File: src/sv/lmsce_pkg.sv
package lmsce_pkg;

    // display geometry
    localparam int NUM_DEVICES = 4;
    localparam int ROWS        = 8;
    localparam int DEPTH       = NUM_DEVICES * ROWS;
    localparam int ADDR_W      = (DEPTH > 1) ? $clog2(DEPTH) : 1;
    localparam int INIT_N      = (NUM_DEVICES < 4) ? NUM_DEVICES : 4;

    // command codes
    typedef enum logic [3:0] {
        OP_SET_LED   = 4'd0,
        OP_SET_ROW   = 4'd1,
        OP_SET_COL   = 4'd2,
        OP_GET_LED   = 4'd3,
        OP_GET_ROW   = 4'd4,
        OP_GET_COL   = 4'd5,
        OP_CLEAR     = 4'd6,
        OP_SHUTDOWN  = 4'd7,
        OP_INTENSITY = 4'd8,
        OP_SCANLIMIT = 4'd9,
        OP_INIT      = 4'd10
    } op_t;

    // display chip register addresses
    localparam logic [3:0] ADDR_DIGIT_BASE = 4'd1;
    localparam logic [3:0] ADDR_DECODE     = 4'd9;
    localparam logic [3:0] ADDR_INTENSITY  = 4'd10;
    localparam logic [3:0] ADDR_SCAN       = 4'd11;
    localparam logic [3:0] ADDR_SHUTDOWN   = 4'd12;
    localparam logic [3:0] ADDR_NONE       = 4'd0;

    // result kinds
    localparam logic KIND_FRAME = 1'b0;
    localparam logic KIND_READ  = 1'b1;

    // sequencer states
    typedef enum logic [1:0] {
        S_IDLE,
        S_RD,
        S_OP
    } state_t;

    // one command item
    typedef struct packed {
        logic [3:0] op;
        logic [1:0] device;
        logic [2:0] row;
        logic [2:0] col;
        logic [7:0] value;
    } cmd_t;

    // one result item
    typedef struct packed {
        logic       kind;
        logic [1:0] frame_device;
        logic [3:0] chip_addr;
        logic [7:0] frame_data;
        logic [7:0] read_value;
        logic       last;
    } res_t;

    // shadow memory access from the sequencer
    typedef struct packed {
        logic              re;
        logic [ADDR_W-1:0] raddr;
        logic              we;
        logic [ADDR_W-1:0] waddr;
        logic [7:0]        wdata;
    } mem_req_t;

endpackage

File: src/sv/led_matrix_shadow_command_engine.sv
// an accepted item passes the S_RD state (shadow read) and the S_OP state before its first
// result enters the output register; a column get answers once, after all eight row reads
// each shadow row step is a read in S_RD, then modify and write in S_OP
// column set, column get and clear step over eight rows; new items are taken only in S_IDLE
// init steps over each device, up to four; output stalls hold the sequencer
// reset: asynchronous, active low; the shadow reads as all zero through per-row valid bits
module led_matrix_shadow_command_engine (
    input  logic        clk,
    input  logic        rst_n,
    input  logic        s_axis_tvalid,
    output logic        s_axis_tready,
    input  logic [23:0] s_axis_tdata,   // op[3:0], device[5:4], row[8:6], col[11:9], value[19:12]
    output logic        m_axis_tvalid,
    input  logic        m_axis_tready,
    output logic [23:0] m_axis_tdata,   // frame_device[1:0], chip_addr[5:2], frame_data[13:6],
                                        // read_value[21:14]
    output logic        m_axis_tuser,   // kind
    output logic        m_axis_tlast    // last
);

    lmsce_pkg::cmd_t     cmd;
    lmsce_pkg::res_t     res;
    lmsce_pkg::res_t     out_res;
    lmsce_pkg::mem_req_t mem_req;
    logic [7:0]          mem_rdata;
    logic                res_valid;
    logic                res_ready;

    // unpack the command item
    assign cmd.op     = s_axis_tdata[3:0];
    assign cmd.device = s_axis_tdata[5:4];
    assign cmd.row    = s_axis_tdata[8:6];
    assign cmd.col    = s_axis_tdata[11:9];
    assign cmd.value  = s_axis_tdata[19:12];

    lmsce_seq u_seq (
        .clk       (clk),
        .rst_n     (rst_n),
        .cmd_valid (s_axis_tvalid),
        .cmd_ready (s_axis_tready),
        .cmd       (cmd),
        .res_valid (res_valid),
        .res_ready (res_ready),
        .res       (res),
        .mem_req   (mem_req),
        .mem_rdata (mem_rdata)
    );

    // shadow rows, one byte per device row
    lmsce_ram #(
        .WIDTH (8),
        .DEPTH (lmsce_pkg::DEPTH)
    ) u_shadow (
        .clk   (clk),
        .we    (mem_req.we),
        .waddr (mem_req.waddr),
        .wdata (mem_req.wdata),
        .re    (mem_req.re),
        .raddr (mem_req.raddr),
        .rdata (mem_rdata)
    );

    lmsce_out u_out (
        .clk       (clk),
        .rst_n     (rst_n),
        .in_valid  (res_valid),
        .in_ready  (res_ready),
        .in_res    (res),
        .out_valid (m_axis_tvalid),
        .out_ready (m_axis_tready),
        .out_res   (out_res)
    );

    // pack the result item
    assign m_axis_tdata = {2'b00, out_res.read_value, out_res.frame_data,
                           out_res.chip_addr, out_res.frame_device};
    assign m_axis_tuser = out_res.kind;
    assign m_axis_tlast = out_res.last;

    // every shadow write goes out as a frame in the same cycle
    a_write_emits: assert property (@(posedge clk) disable iff (!rst_n)
        mem_req.we |-> (res_valid && res_ready && res.kind == lmsce_pkg::KIND_FRAME))
        else $error("shadow write without a display frame");

    // read and write of the shadow never share a cycle
    a_no_rw_overlap: assert property (@(posedge clk) disable iff (!rst_n)
        !(mem_req.re && mem_req.we))
        else $error("shadow read and write in the same cycle");

    // the last result of a command frees the input
    a_last_frees_input: assert property (@(posedge clk) disable iff (!rst_n)
        (res_valid && res_ready && res.last) |=> s_axis_tready)
        else $error("input not ready after final result");

    // the input is closed while a result is pending
    a_busy_when_result: assert property (@(posedge clk) disable iff (!rst_n)
        res_valid |-> !s_axis_tready)
        else $error("input ready while a result is pending");

endmodule

File: src/sv/lmsce_ram.sv
module lmsce_ram #(
    parameter int WIDTH = 8,
    parameter int DEPTH = 32
) (
    input  logic                             clk,
    input  logic                             we,
    input  logic [$clog2(DEPTH > 1 ? DEPTH : 2)-1:0] waddr,
    input  logic [WIDTH-1:0]                 wdata,
    input  logic                             re,
    input  logic [$clog2(DEPTH > 1 ? DEPTH : 2)-1:0] raddr,
    output logic [WIDTH-1:0]                 rdata
);

    logic [WIDTH-1:0] mem [DEPTH];

    // single write port, registered read port
    always_ff @(posedge clk)
    begin
        if (we)
        begin
            mem[waddr] <= wdata;
        end
        if (re)
        begin
            rdata <= mem[raddr];
        end
    end

endmodule

File: src/sv/lmsce_seq.sv
module lmsce_seq (
    input  logic                  clk,
    input  logic                  rst_n,
    input  logic                  cmd_valid,
    output logic                  cmd_ready,
    input  lmsce_pkg::cmd_t       cmd,
    output logic                  res_valid,
    input  logic                  res_ready,
    output lmsce_pkg::res_t       res,
    output lmsce_pkg::mem_req_t   mem_req,
    input  logic [7:0]            mem_rdata
);

    lmsce_pkg::state_t               state_reg, state_next;
    logic [3:0]                      op_reg;
    logic [1:0]                      dev_reg;
    logic [2:0]                      row_reg;
    logic [2:0]                      col_reg;
    logic [7:0]                      val_reg;
    logic                            present_reg;
    logic [2:0]                      step_reg;
    logic [6:0]                      acc_reg;
    logic                            rdv_reg;
    logic [lmsce_pkg::DEPTH-1:0]     valid_reg;

    logic                            start;
    logic                            cmd_present;
    logic                            cmd_known;
    logic                            cmd_is_get;
    logic                            loop8;
    logic [2:0]                      row_idx;
    logic [lmsce_pkg::ADDR_W-1:0]    addr;
    logic [7:0]                      cur;
    logic [7:0]                      mask;
    logic                            bit_on;
    logic [7:0]                      new_row;
    logic                            emit;
    logic                            wr;
    logic                            last_step;
    logic                            fire;

    // command decode at the input
    assign cmd_present = int'(cmd.device) < lmsce_pkg::NUM_DEVICES;
    assign cmd_known   = cmd.op <= lmsce_pkg::OP_INIT;
    assign cmd_is_get  = cmd.op inside {lmsce_pkg::OP_GET_LED, lmsce_pkg::OP_GET_ROW,
                                        lmsce_pkg::OP_GET_COL};
    assign start       = cmd_valid && cmd_ready && cmd_known
                         && (cmd_present || cmd_is_get || cmd.op == lmsce_pkg::OP_INIT);

    // row addressed in this step
    assign loop8   = op_reg inside {lmsce_pkg::OP_SET_COL, lmsce_pkg::OP_GET_COL,
                                    lmsce_pkg::OP_CLEAR};
    assign row_idx = loop8 ? step_reg : row_reg;
    assign addr    = present_reg ? lmsce_pkg::ADDR_W'({dev_reg, row_idx}) : '0;

    // shadow row, never written entries read as zero
    assign cur  = rdv_reg ? mem_rdata : 8'h00;
    assign mask = 8'h01 << col_reg;

    // per command step: new row, result and write decision
    always_comb
    begin
        bit_on    = 1'b0;
        new_row   = cur;
        emit      = 1'b1;
        wr        = 1'b0;
        last_step = 1'b1;
        res       = '0;
        res.frame_device = dev_reg;
        case (op_reg)
            lmsce_pkg::OP_SET_LED:
            begin
                bit_on        = val_reg != 8'h00;
                new_row       = bit_on ? (cur | mask) : (cur & ~mask);
                wr            = 1'b1;
                res.chip_addr = lmsce_pkg::ADDR_DIGIT_BASE + {1'b0, row_idx};
                res.frame_data = new_row;
            end
            lmsce_pkg::OP_SET_ROW:
            begin
                new_row       = val_reg;
                wr            = 1'b1;
                res.chip_addr = lmsce_pkg::ADDR_DIGIT_BASE + {1'b0, row_idx};
                res.frame_data = new_row;
            end
            lmsce_pkg::OP_SET_COL:
            begin
                bit_on        = val_reg[step_reg];
                new_row       = bit_on ? (cur | mask) : (cur & ~mask);
                wr            = 1'b1;
                last_step     = step_reg == 3'd7;
                res.chip_addr = lmsce_pkg::ADDR_DIGIT_BASE + {1'b0, row_idx};
                res.frame_data = new_row;
            end
            lmsce_pkg::OP_GET_LED:
            begin
                res.kind       = lmsce_pkg::KIND_READ;
                res.read_value = present_reg ? {7'b0, cur[col_reg]} : 8'h00;
            end
            lmsce_pkg::OP_GET_ROW:
            begin
                res.kind       = lmsce_pkg::KIND_READ;
                res.read_value = present_reg ? cur : 8'h00;
            end
            lmsce_pkg::OP_GET_COL:
            begin
                last_step      = step_reg == 3'd7;
                emit           = last_step;
                res.kind       = lmsce_pkg::KIND_READ;
                res.read_value = present_reg ? {cur[col_reg], acc_reg} : 8'h00;
            end
            lmsce_pkg::OP_CLEAR:
            begin
                new_row       = 8'h00;
                wr            = 1'b1;
                last_step     = step_reg == 3'd7;
                res.chip_addr = lmsce_pkg::ADDR_DIGIT_BASE + {1'b0, row_idx};
                res.frame_data = 8'h00;
            end
            lmsce_pkg::OP_SHUTDOWN:
            begin
                res.chip_addr  = lmsce_pkg::ADDR_SHUTDOWN;
                res.frame_data = {7'b0, val_reg == 8'h00};
            end
            lmsce_pkg::OP_INTENSITY:
            begin
                res.chip_addr  = lmsce_pkg::ADDR_INTENSITY;
                res.frame_data = val_reg;
            end
            lmsce_pkg::OP_SCANLIMIT:
            begin
                res.chip_addr  = lmsce_pkg::ADDR_SCAN;
                res.frame_data = val_reg;
            end
            lmsce_pkg::OP_INIT:
            begin
                last_step        = step_reg == 3'(lmsce_pkg::INIT_N - 1);
                res.frame_device = step_reg[1:0];
                res.chip_addr    = lmsce_pkg::ADDR_DECODE;
                res.frame_data   = 8'h00;
            end
            default:
            begin
                emit = 1'b0;
            end
        endcase
        res.last = last_step;
    end

    // a step completes once its result is taken, or at once when it emits none
    assign fire = (state_reg == lmsce_pkg::S_OP) && (!emit || res_ready);

    // next state
    always_comb
    begin
        state_next = state_reg;
        case (state_reg)
            lmsce_pkg::S_IDLE:
            begin
                if (start)
                begin
                    state_next = lmsce_pkg::S_RD;
                end
            end
            lmsce_pkg::S_RD:
            begin
                state_next = lmsce_pkg::S_OP;
            end
            lmsce_pkg::S_OP:
            begin
                if (fire)
                begin
                    state_next = last_step ? lmsce_pkg::S_IDLE : lmsce_pkg::S_RD;
                end
            end
            default:
            begin
                state_next = lmsce_pkg::S_IDLE;
            end
        endcase
    end

    // state outputs
    always_comb
    begin
        cmd_ready     = 1'b0;
        res_valid     = 1'b0;
        mem_req       = '0;
        mem_req.raddr = addr;
        mem_req.waddr = addr;
        mem_req.wdata = new_row;
        case (state_reg)
            lmsce_pkg::S_IDLE:
            begin
                cmd_ready = 1'b1;
            end
            lmsce_pkg::S_RD:
            begin
                mem_req.re = 1'b1;
            end
            lmsce_pkg::S_OP:
            begin
                res_valid  = emit;
                mem_req.we = fire && emit && wr;
            end
            default:
            begin
                cmd_ready = 1'b0;
            end
        endcase
    end

    // control registers
    always_ff @(posedge clk or negedge rst_n)
    begin
        if (!rst_n)
        begin
            state_reg <= lmsce_pkg::S_IDLE;
            valid_reg <= '0;
            step_reg  <= '0;
        end
        else
        begin
            state_reg <= state_next;
            if (mem_req.we)
            begin
                valid_reg[mem_req.waddr] <= 1'b1;
            end
            if (start)
            begin
                step_reg <= '0;
            end
            else if (fire && !last_step)
            begin
                step_reg <= step_reg + 3'd1;
            end
        end
    end

    // command and step data
    always_ff @(posedge clk)
    begin
        if (start)
        begin
            op_reg      <= cmd.op;
            dev_reg     <= cmd.device;
            row_reg     <= cmd.row;
            col_reg     <= cmd.col;
            val_reg     <= cmd.value;
            present_reg <= cmd_present;
        end
        if (mem_req.re)
        begin
            rdv_reg <= valid_reg[addr];
        end
        if (fire)
        begin
            acc_reg <= {cur[col_reg], acc_reg[6:1]};
        end
    end

endmodule

File: src/sv/lmsce_out.sv
module lmsce_out (
    input  logic            clk,
    input  logic            rst_n,
    input  logic            in_valid,
    output logic            in_ready,
    input  lmsce_pkg::res_t in_res,
    output logic            out_valid,
    input  logic            out_ready,
    output lmsce_pkg::res_t out_res
);

    logic            full_reg;
    lmsce_pkg::res_t data_reg;

    // slot frees as the held item leaves
    assign in_ready  = !full_reg || out_ready;
    assign out_valid = full_reg;
    assign out_res   = data_reg;

    always_ff @(posedge clk or negedge rst_n)
    begin
        if (!rst_n)
        begin
            full_reg <= 1'b0;
        end
        else if (in_ready)
        begin
            full_reg <= in_valid;
        end
    end

    always_ff @(posedge clk)
    begin
        if (in_valid && in_ready)
        begin
            data_reg <= in_res;
        end
    end

endmodule
File: config.mk
export PLATFORM = sky130hd
export DESIGN_NAME = led_matrix_shadow_command_engine
export DESIGN_NICKNAME = d
export VERILOG_FILES = /design/src/sv/lmsce_pkg.sv /design/src/sv/led_matrix_shadow_command_engine.sv /design/src/sv/lmsce_ram.sv /design/src/sv/lmsce_seq.sv /design/src/sv/lmsce_out.sv
export SDC_FILE = /design/constraint.sdc
export NUM_CORES = 1
export LEC_CHECK = 0
export BUFFER_PORTS_ARGS = -buffer_cell sky130_fd_sc_hd__buf_2
export CORE_UTILIZATION = 62
export CTS_CLUSTER_SIZE = 20
export DETAILED_ROUTE_END_ITERATION = 10
export GPL_ROUTABILITY_DRIVEN = 0
export PLACE_DENSITY_LB_ADDON = 0.12
export SLEW_MARGIN = 15
export SYNTH_ARGS = -nofsm -noshare
export SYNTH_HDL_FRONTEND = slang
export SYNTH_SLANG_ARGS = --single-unit
File: constraint.sdc
create_clock -name clk -period 5.1 [get_ports clk]
set_clock_uncertainty 0.15 [all_clocks]
set_input_delay 0.51 -clock clk [delete_from_list [all_inputs] [get_ports clk]]
set_output_delay 0.51 -clock clk [all_outputs]
set_load 0.03 [all_outputs]
# Word-level counts from Yosys, hierarchy flattened
# Memory sizes are Yosys's and may differ from the RTL's. A register that Yosys moved wholly into a read port is not among the register bits.
# Cells that the tools add are included.
dict set report totals {
  ram_bits 256
  regBits 90
  wordCells 102
  mem_count 1
  input_bits 28
  output_inout_bits 28
}
dict set report op_classes {
  add_sub_neg 2
  n_mux 32
  n_shift 1
  reduce_logical 24
  bitwise_logic 4
  eq_ne 16
  order_cmp 5
}
# memory depth word_bits rd rd_clocked_by_memory_dff wr line_no
set memory_table {}
lappend memory_table {u_shadow.mem 32 8 1 1 1 lmsce_ram.sv:14} ;# logic [WIDTH-1:0] mem [DEPTH];
# op n
set ops {}
lappend ops {{one-hot mux 12 bit (8 select lines)} 1}
lappend ops {{bitwise OR 32 bit} 1}
lappend ops {{one-hot mux 8 bit (4 select lines)} 1}
lappend ops {{2-to-1 mux 8 bit} 3}
lappend ops {{one-hot mux 8 bit (3 select lines)} 1}
lappend ops {{equality test 4 x 3 -> 1 bit (second input constant)} 4}
lappend ops {{2-to-1 mux 1 bit} 13}
lappend ops {{equality test 4 bit (second input constant)} 3}
lappend ops {{OR reduction 10 bit} 1}
lappend ops {{2-to-1 mux 3 bit} 3}
lappend ops {{AND 8 bit} 1}
lappend ops {{equality test 4 x 2 -> 1 bit (second input constant)} 2}
lappend ops {{logical AND 1 bit} 8}
lappend ops {{logical NOT 8 bit} 1}
lappend ops {{< comparator 3 x 4 -> 1 bit (second input constant)} 2}
lappend ops {{NOT 8 bit} 1}
lappend ops {{bitwise OR 8 bit} 1}
lappend ops {{nonzero test 8 bit} 1}
lappend ops {{<< shifter 1 x 3 -> 8 bit (first input constant)} 1}
lappend ops {{binary-select mux 1 bit (select 3 bit)} 2}
lappend ops {{< comparator 5 x 6 -> 1 bit (second input constant)} 1}
lappend ops {{2-to-1 mux 2 bit} 3}
lappend ops {{one-hot mux 2 bit (3 select lines)} 1}
lappend ops {{OR reduction 3 bit} 2}
lappend ops {{other kinds (21)} 26}

# Longest topological paths before layout
# Gate-level depths: netlist of run 1.
dict set report logic_depth {
  word_depth 11
  ltp_mapped 12
  depth_no_buf 8
}

# By module
# Synthesis of run 1 repeated with hierarchy kept, for this count alone.
dict set report hier_totals {
  cells_unflattened 781
  hier_area_um2 14571.5
}
# module seq_area_each_um2 instances area_each_um2 cells_each
set by_module_without_submodules {}
lappend by_module_without_submodules {lmsce_ram 7927.6 1 10133.5 417}
lappend by_module_without_submodules {lmsce_seq 1766.7 1 3644.7 333}
lappend by_module_without_submodules {lmsce_out 745.7 1 774.5 28}
lappend by_module_without_submodules {led_matrix_shadow_command_engine 0.0 1 18.8 3}

# Worst setup path before layout of run 1
# OpenSTA, ideal clock, no wires.
dict set report synth_path {
  kind {reg-to-reg}
  startpoint {register u_seq.step_reg[0]}
  endpoint {memory u_shadow.mem[0][5], data pin}
  slack_ns 1.065
  arrival_time_ns 3.269
  period_less_slack_ns 4.035
  required_time_ns 4.335
  path_stages_with_launch 5
  n_path_buf 0
  setup_ns 0.615
  cell_sequence {dfrtp_1 -> mux4_2 -> mux2_2 -> nor4bb_1 -> o311ai_0}
}
# element line_no
set synth_rtl {}
lappend synth_rtl {{start, declared} lmsce_seq.sv:21} ;# logic [2:0] step_reg;
lappend synth_rtl {{start signal, assigned} lmsce_seq.sv:235} ;# step_reg <= step_reg + 3'd1;
lappend synth_rtl {{end, declared} lmsce_ram.sv:14}

# Worst setup path in the final report of run 1
dict set report layout_path {
  startpoint {register u_seq.op_reg[1]}
  endpoint {register u_seq.rdv_reg, data pin}
}
dict set report layout_via {
  elab_chain_len 5
  word_cells_on_any_way 7
  classes_between {eq/ne (3); mux (3); reduce/logical (1)}
}
# element line_no
set layout_rtl {}
lappend layout_rtl {{start, declared} lmsce_seq.sv:15} ;# logic [3:0] op_reg;
lappend layout_rtl {{start signal, assigned} lmsce_seq.sv:245} ;# op_reg <= cmd.op;
lappend layout_rtl {{equality test 4 x 2 -> 1 bit or equality test 4 x 3 -> 1 bit (tied branches)} lmsce_seq.sv:51} ;# assign loop8 = op_reg inside {lmsce_pkg::OP_SET_COL, lmsce_pkg::OP_GET_COL,
lappend layout_rtl {{nonzero test 3 bit (*)} lmsce_seq.sv:51}
lappend layout_rtl {{2-to-1 mux 3 bit (*)} lmsce_seq.sv:53} ;# assign row_idx = loop8 ? step_reg : row_reg;
lappend layout_rtl {{binary-select mux 1 bit (select 5 bit) (*)} lmsce_seq.sv:254} ;# rdv_reg <= valid_reg[addr];
lappend layout_rtl {{2-to-1 mux 1 bit (implied by the code) (*)} lmsce_seq.sv:254}
lappend layout_rtl {{end signal, assigned} lmsce_seq.sv:254}
lappend layout_rtl {{end, declared} lmsce_seq.sv:23} ;# logic rdv_reg;
# Every way passes the cells marked *; elsewhere a longest branch is shown, timed or not. The select of a mux whose other input is x is not followed.
# A chain may end at the register's enable or synchronous reset.

==> results of run 1 <==
-- per-stage QoR --
step                cell area (um2)  instances  setup WS, ns
floorplan                     15400       1124          1.07
global placement              16200       1454         0.817
detailed placement            16200       1454         0.859
CTS                           17400       1529         0.875
global route                  17500       1530         0.587
finish                        17500       1530         0.689
-- cell type report --
| cell class | count | share of cell area [%] |
|---|---|---|
| clock buffers | 59 | 6.60 |
| inverters | 9 | 0.208 |
| well taps | 324 | 2.32 |
| repair buffers | 119 | 4.74 |
| flip-flops and latches | 354 | 59.7 |
| multi-input cells | 655 | 26.0 |
| clock inverters | 10 | 0.415 |
-- logic make-up (layout without fill, tap and decap cells) --
logic type | Yosys count | after routing | share of synthesized area (%)
buffers and inverters | 115 | 197 | 3.15
DFF | 354 | 354 | 68.0
AOI/OAI and AO/OA | 326 | 326 | 15.2
muxes | 46 | 46 | 3.65
xor gates and xnor gates | 1 | 1 | 0.0571
and+or+nand+nor | 273 | 273 | 9.36
other | 1 | 2 | 0.0244
adders and majority gates | 7 | 7 | 0.570
-- cell usage after synthesis (all sizes together), types with 14 or more instances --
library cell and instances:
nand2 29, nor2 17, clkbuf 94, dfrtp 38, o21ai 115, mux2 40
or2 34, nand3 118, edfxtp 316, nor3 38, a2111oi 144, a21oi 14
-- cell usage in the layout (no fill, tap or decap), drive strengths merged, types with 34 or more instances in the layout --
cell type	instances
mux2	40
nor3	38
edfxtp	316
clkbuf	59
dfrtp	38
buf	112
a2111oi	144
nand3	118
or2	34
o21ai	115
-- routing by layer --
layer	track usage (%)	share of wire, %	up-vias	routed length (um)
met2	49.2	47	631	18800
li1	-	-	4679	-
met1	44.7	40	5300	15700
met4	12.6	3.3	0	1320
met5	0	0	-	0
met3	6.38	9.6	86	3790
-- power by group through the flow --
stage | clock (mW) | combinational (mW) | sequential [mW]
after floorplan | 0 | 0.585 | 3.54
after global placement | 0 | 0.945 | 3.55
after detailed placement | 0 | 0.971 | 3.55
after CTS | 2.69 | 0.977 | 3.49
after global routing | 2.80 | 1.06 | 3.50
final | 2.68 | 0.996 | 3.49
-- final timing paths --
path	from	endpoint	slack, ns
min in group asynchronous	rst_n	u_seq.valid_reg[27]$_DFFE_PN0P_	0.38
hold reg to reg	u_seq.acc_reg[3]$_DFFE_PN_	u_seq.acc_reg[2]$_DFFE_PN_	0.31
max in group asynchronous	rst_n	u_seq.valid_reg[17]$_DFFE_PN0P_	3.98
hold / removal	s_axis_tdata[10]	u_seq.col_reg[1]$_DFFE_PP_	0.01
setup / recovery	u_seq.op_reg[1]$_DFFE_PP_	u_seq.rdv_reg$_DFFE_PN_	0.69
setup reg to reg	u_seq.op_reg[1]$_DFFE_PP_	u_seq.rdv_reg$_DFFE_PN_	0.69
-- critical path: cells and delay by family, from the launching register on --
family,cells,cell delay (ns)
AO/OA/AOI/OAI,3,2.04
AND/OR/NAND/NOR,3,0.92
flip-flops,1,0.56
buffers and inverters,1,0.42
-- repair_timing --
item / CTS / global route
hold buffers: 6 / 1
endpoints found under the hold margin: 6 / 38
setup endpoints to repair: 0 / 0
==> results.json, run 1 <==
{
  "status": "complete, no violations",
  "drtAntennaViolNets": 0,
  "power_frac_comb_pct": 13.9,
  "synth_edf_count": 316,
  "p_sw_mw": 1.89,
  "grt_pass1_vias": 10400,
  "post_cts_resized": 0,
  "ys_types": 57,
  "drt_iter0_markers": 1395,
  "clock-root-buffer": "clkbuf_16",
  "max_stage_delay_ns": 1.06,
  "p_total_mw": 7.17,
  "io_buffers": 49,
  "max-vdd-ir-drop_uv": 311,
  "fp-row-count": 57,
  "num_vias": 10700,
  "seqCellArea_um2": 10400,
  "clock.fmax_ghz": 0.227,
  "insertion_delay_ns": 0.53,
  "yosys.area.top_type": "edfxtp_1",
  "fin_tns_setup_ns": 0,
  "grt_pass1_wl_um": 61400,
  "dieArea_um2": 25400,
  "cp_max_fo": 47,
  "pwr-share-seq_pct": 48.7,
  "grt_max_degree": 76,
  "crit_top_cell": "a2111oi_0",
  "p_int_mw": 5.28,
  "ys_ff_latch": 354,
  "grt_overflow_total": 0,
  "setup_viol": 0,
  "initial_core_util_pct": 63.1,
  "rsz0062_at_grt": "false",
  "worstRegToRegCells": 7,
  "yosys_warnings": 0,
  "cts_max_path_buffers": 3,
  "die_height_um": 159,
  "p_leak_nw": 5.93,
  "yosysSeqAreaShare_pct": 68.0,
  "h-tree-depth": 2,
  "hold_class": "primary input to flop",
  "async_reset_ff_share_pct": 10.7,
  "hold_depth": 1,
  "post_cts_buffers": 0,
  "multi_input_area_um2": 4540,
  "final_nets": 1212,
  "hold_violations": 0,
  "slowest_stage": "a2111oi_0",
  "routed_wl_um": 39600,
  "cts_buffers": 38,
  "period_share_pct": 86.5,
  "max_slew_margin_pct": 18.3,
  "hold_ws_ns": 0.0123,
  "fin_crit_ns": 4.41,
  "layout-drive-gt1-share_pct": 20.1,
  "clkSinkCount": 354,
  "dp_hpwl_um": 23300,
  "grt_usage_pct": 31.7,
  "synth_cells": 1123,
  "antenna_cells": 0,
  "worstMarginPinSlew_ns": 1.19,
  "grt_antenna_before_repair": 0,
  "synthTopCellsByArea": "edfxtp_1, a2111oi_0, dfrtp_1",
  "synth_top_area_share_pct": 61.8,
  "coreArea_um2": 24300,
  "largest_reg_flops": 256,
  "worstPathCellList": "nor3b_1 -> nor2_1 -> o21a_2 -> buf_4 -> a2111oi_0 -> a2111oi_0 -> nand4_1",
  "clock_power_share_pct": 37.4,
  "critPathRequiredTime_ns": 5.18,
  "slew_violations": 0,
  "power_density_nw_per_um2": 410,
  "areaGrowthSynthToFinish_pct": 13.8,
  "critPathLaunchType": "flop",
  "fill_cells": 1620,
  "dr.pass1.iters": 5,
  "cts.reportedPaths.clkPinSlew_ns": 0.06,
  "fin_util_pct": 71.9,
  "wl_per_cell_um": 25.9,
  "viasPerCell": 6.99,
  "io_pins": 56,
  "netlist_area_um2": 15400,
  "worst_setup_path_end_kind": "flop",
  "synth_ff_type": "edfxtp_1",
  "fp.dieW_um": 159,
  "crit_arrival_ns": 4.49,
  "avgSynthCellArea_um2": 13.7,
  "cap_violations": 0,
  "crit_type": "flop to flop",
  "drc": 0,
  "sw_frac_of_total_pct": 26.4,
  "tritoncts": "done"
}
No activity file was read; power rests on OpenSTA's default activity.
==> run 2, diff against run 1 <==
--- a/config.mk
+++ b/config.mk
@@ -6,7 +6,9 @@
 export NUM_CORES = 1
 export LEC_CHECK = 0
 export BUFFER_PORTS_ARGS = -buffer_cell sky130_fd_sc_hd__buf_2
-export CORE_UTILIZATION = 62
+export CELL_PAD_IN_SITES_DETAIL_PLACEMENT = 0
+export CELL_PAD_IN_SITES_GLOBAL_PLACEMENT = 2
+export CORE_UTILIZATION = 45
 export CTS_CLUSTER_SIZE = 20
 export DETAILED_ROUTE_END_ITERATION = 10
 export GPL_ROUTABILITY_DRIVEN = 0
==> results.json, run 2 (same netlist as run 1, synthesis figures left out) <==
{
  "dp_hpwl_um": 25700,
  "critPathRequiredTime_ns": 5.14,
  "pwr-share-seq_pct": 47.8,
  "grt_max_degree": 109,
  "status": "complete, no violations",
  "h-tree-depth": 2,
  "clkSinkCount": 354,
  "r2r_slack_ns": 0.85,
  "dieArea_um2": 34900,
  "grt_overflow_total": 0,
  "cts.reportedPaths.clkPinSlew_ns": 0.06,
  "final_cell_mix": "edfxtp_1, a2111oi_0, nand3_1",
  "drt_iter0_markers": 1037,
  "worst_setup_path_end_kind": "flop",
  "sw_frac_of_total_pct": 27.2,
  "cp_max_fo": 35,
  "post_cts_buffers": 0,
  "rr_endpoint": "u_shadow.rdata[2]$_DFFE_PN_",
  "fp-row-count": 67,
  "cts_max_path_buffers": 3,
  "endpoint": "u_shadow.rdata[2]$_DFFE_PN_",
  "grt_pass1_vias": 10300,
  "grt_usage_pct": 25.1,
  "hold_path_startpoint": "s_axis_tdata[8]",
  "io_buffers": 49,
  "p_int_mw": 5.32,
  "routed_wl_um": 43900,
  "io_pins": 56,
  "hold_class": "primary input to flop",
  "largest_reg_flops": 256,
  "final_area_um2": 17800,
  "fin_tns_setup_ns": 0,
  "cts_buffers": 39,
  "num_vias": 10600,
  "p_sw_mw": 1.99,
  "max_slew_margin_pct": 25.8,
  "r2r-start": "u_seq.op_reg[2]$_DFFE_PP_",
  "insertion_delay_ns": 0.53,
  "max-vdd-ir-drop_uv": 267,
  "viasPerCell": 6.30,
  "worstMarginPinSlew_ns": 1.10,
  "crit_type": "flop to flop",
  "rsz0062_at_grt": "false",
  "clock_power_share_pct": 37.8,
  "multi_input_area_um2": 4540,
  "fp.dieW_um": 187,
  "cp-startpoint": "u_seq.op_reg[2]$_DFFE_PP_",
  "die_height_um": 187,
  "areaGrowthSynthToFinish_pct": 16.1,
  "period_share_pct": 83.4,
  "cap_violations": 0,
  "worstRegToRegCells": 8,
  "critPathLaunchType": "flop",
  "dr.pass1.iters": 5,
  "clock.fmax_ghz": 0.235,
  "final_nets": 1236,
  "coreArea_um2": 33500,
  "power_density_nw_per_um2": 410,
  "drc": 0,
  "power_frac_comb_pct": 14.4,
  "crit_arrival_ns": 4.30,
  "p_leak_nw": 6.05,
  "clock-root-buffer": "clkbuf_16",
  "layout-drive-gt1-share_pct": 21.7,
  "setup_viol": 0,
  "hold_violations": 0,
  "seqCellArea_um2": 10400,
  "grt_pass1_wl_um": 66500,
  "fill_cells": 2854,
  "fin_crit_ns": 4.25,
  "grt_antenna_before_repair": 1,
  "initial_core_util_pct": 45.8,
  "drtAntennaViolNets": 0,
  "layout_commonest_cell": "edfxtp_1",
  "tritoncts": "done",
  "slew_violations": 0,
  "wl_per_cell_um": 26.2,
  "dpl_cell_area_um2": 16500
}
==> run 2: cell types whose count changed in the layout (fill, tap and decap cells not counted), moves of 2 or more <==
cell	delta
buf_4	+20
clkbuf_8	-6
clkinv_2	+4
a2111oi_0	+2
a2111oi_1	-2
bufinv_16	+2
clkbuf_1	-2
clkinvlp_4	+2
==> run 2: per-layer routing <==
layer	wire length (um)	global-route usage, %
met1	20000	37.3
met2	20100	38.2
met3	2990	4.63
met4	862	6.49
met5	0	0
==> run 2: timing repair <==
| action | in CTS | in global routing |
|---|---|---|
| gates resized for setup | 0 | 0 |
| hold endpoints to repair | 44 | 1 |
| hold buffers | 7 | 1 |
==> run 2: metrics by stage <==
step	power (mW)	cells	setup slack (ns)	hold slack, ns	util, %
global placement	4.58	1600	1.00	0.281	49.2
finish	7.30	1679	0.846	0.0154	53.2
CTS	7.34	1677	0.944	0.00170	53.1
detailed placement	4.59	1600	0.970	0.283	49.2
floorplan	4.13	1124	1.07	0.0644	-
global route	7.54	1678	0.799	0.000791	53.2
==> run 2: worst min-delay path by stage <==
stage,cells after the start,end,slack (ns)
2_1_floorplan,0,u_out.out_valid$_DFFE_PN0P_,0.06
3_3_place_gp,0,u_seq.acc_reg[3]$_DFFE_PN_,0.28
3_5_place_dp,0,u_seq.acc_reg[5]$_DFFE_PN_,0.28
4_1_cts,1,u_seq.val_reg[2]$_DFFE_PP_,0.002
5_1_grt,1,u_seq.col_reg[2]$_DFFE_PP_,0.0008
6_report,1,u_seq.row_reg[2]$_DFFE_PP_,0.02
==> run 2: cell type report <==
cell class,count,area share (%)
clock buffers,51,5.97
flip-flops and latches,354,58.6
multi-input cells,655,25.5
diodes,1,0.0140
repair buffers,142,5.68
clock inverters,19,0.962
inverters,9,0.204
well taps,448,3.14
==> run 2: power by group through the flow <==
stage               registers, mW  clock network, mW  logic, mW
floorplan                    3.54                  0      0.585
global placement             3.55                  0       1.03
detailed placement           3.55                  0       1.05
CTS                          3.49               2.80       1.05
global route                 3.51               2.90       1.13
finish                       3.49               2.76       1.05
==> run 2: critical path, cell delays in order, from the launching register on <==
cell,delay [ns]
edfxtp_1,0.56
nor4bb_2,0.24
buf_4,0.21
nor2_1,0.46
o21a_2,0.60
buf_4,0.48
a2111oi_0,0.18
a2111oi_0,0.71
nand4_1,0.28
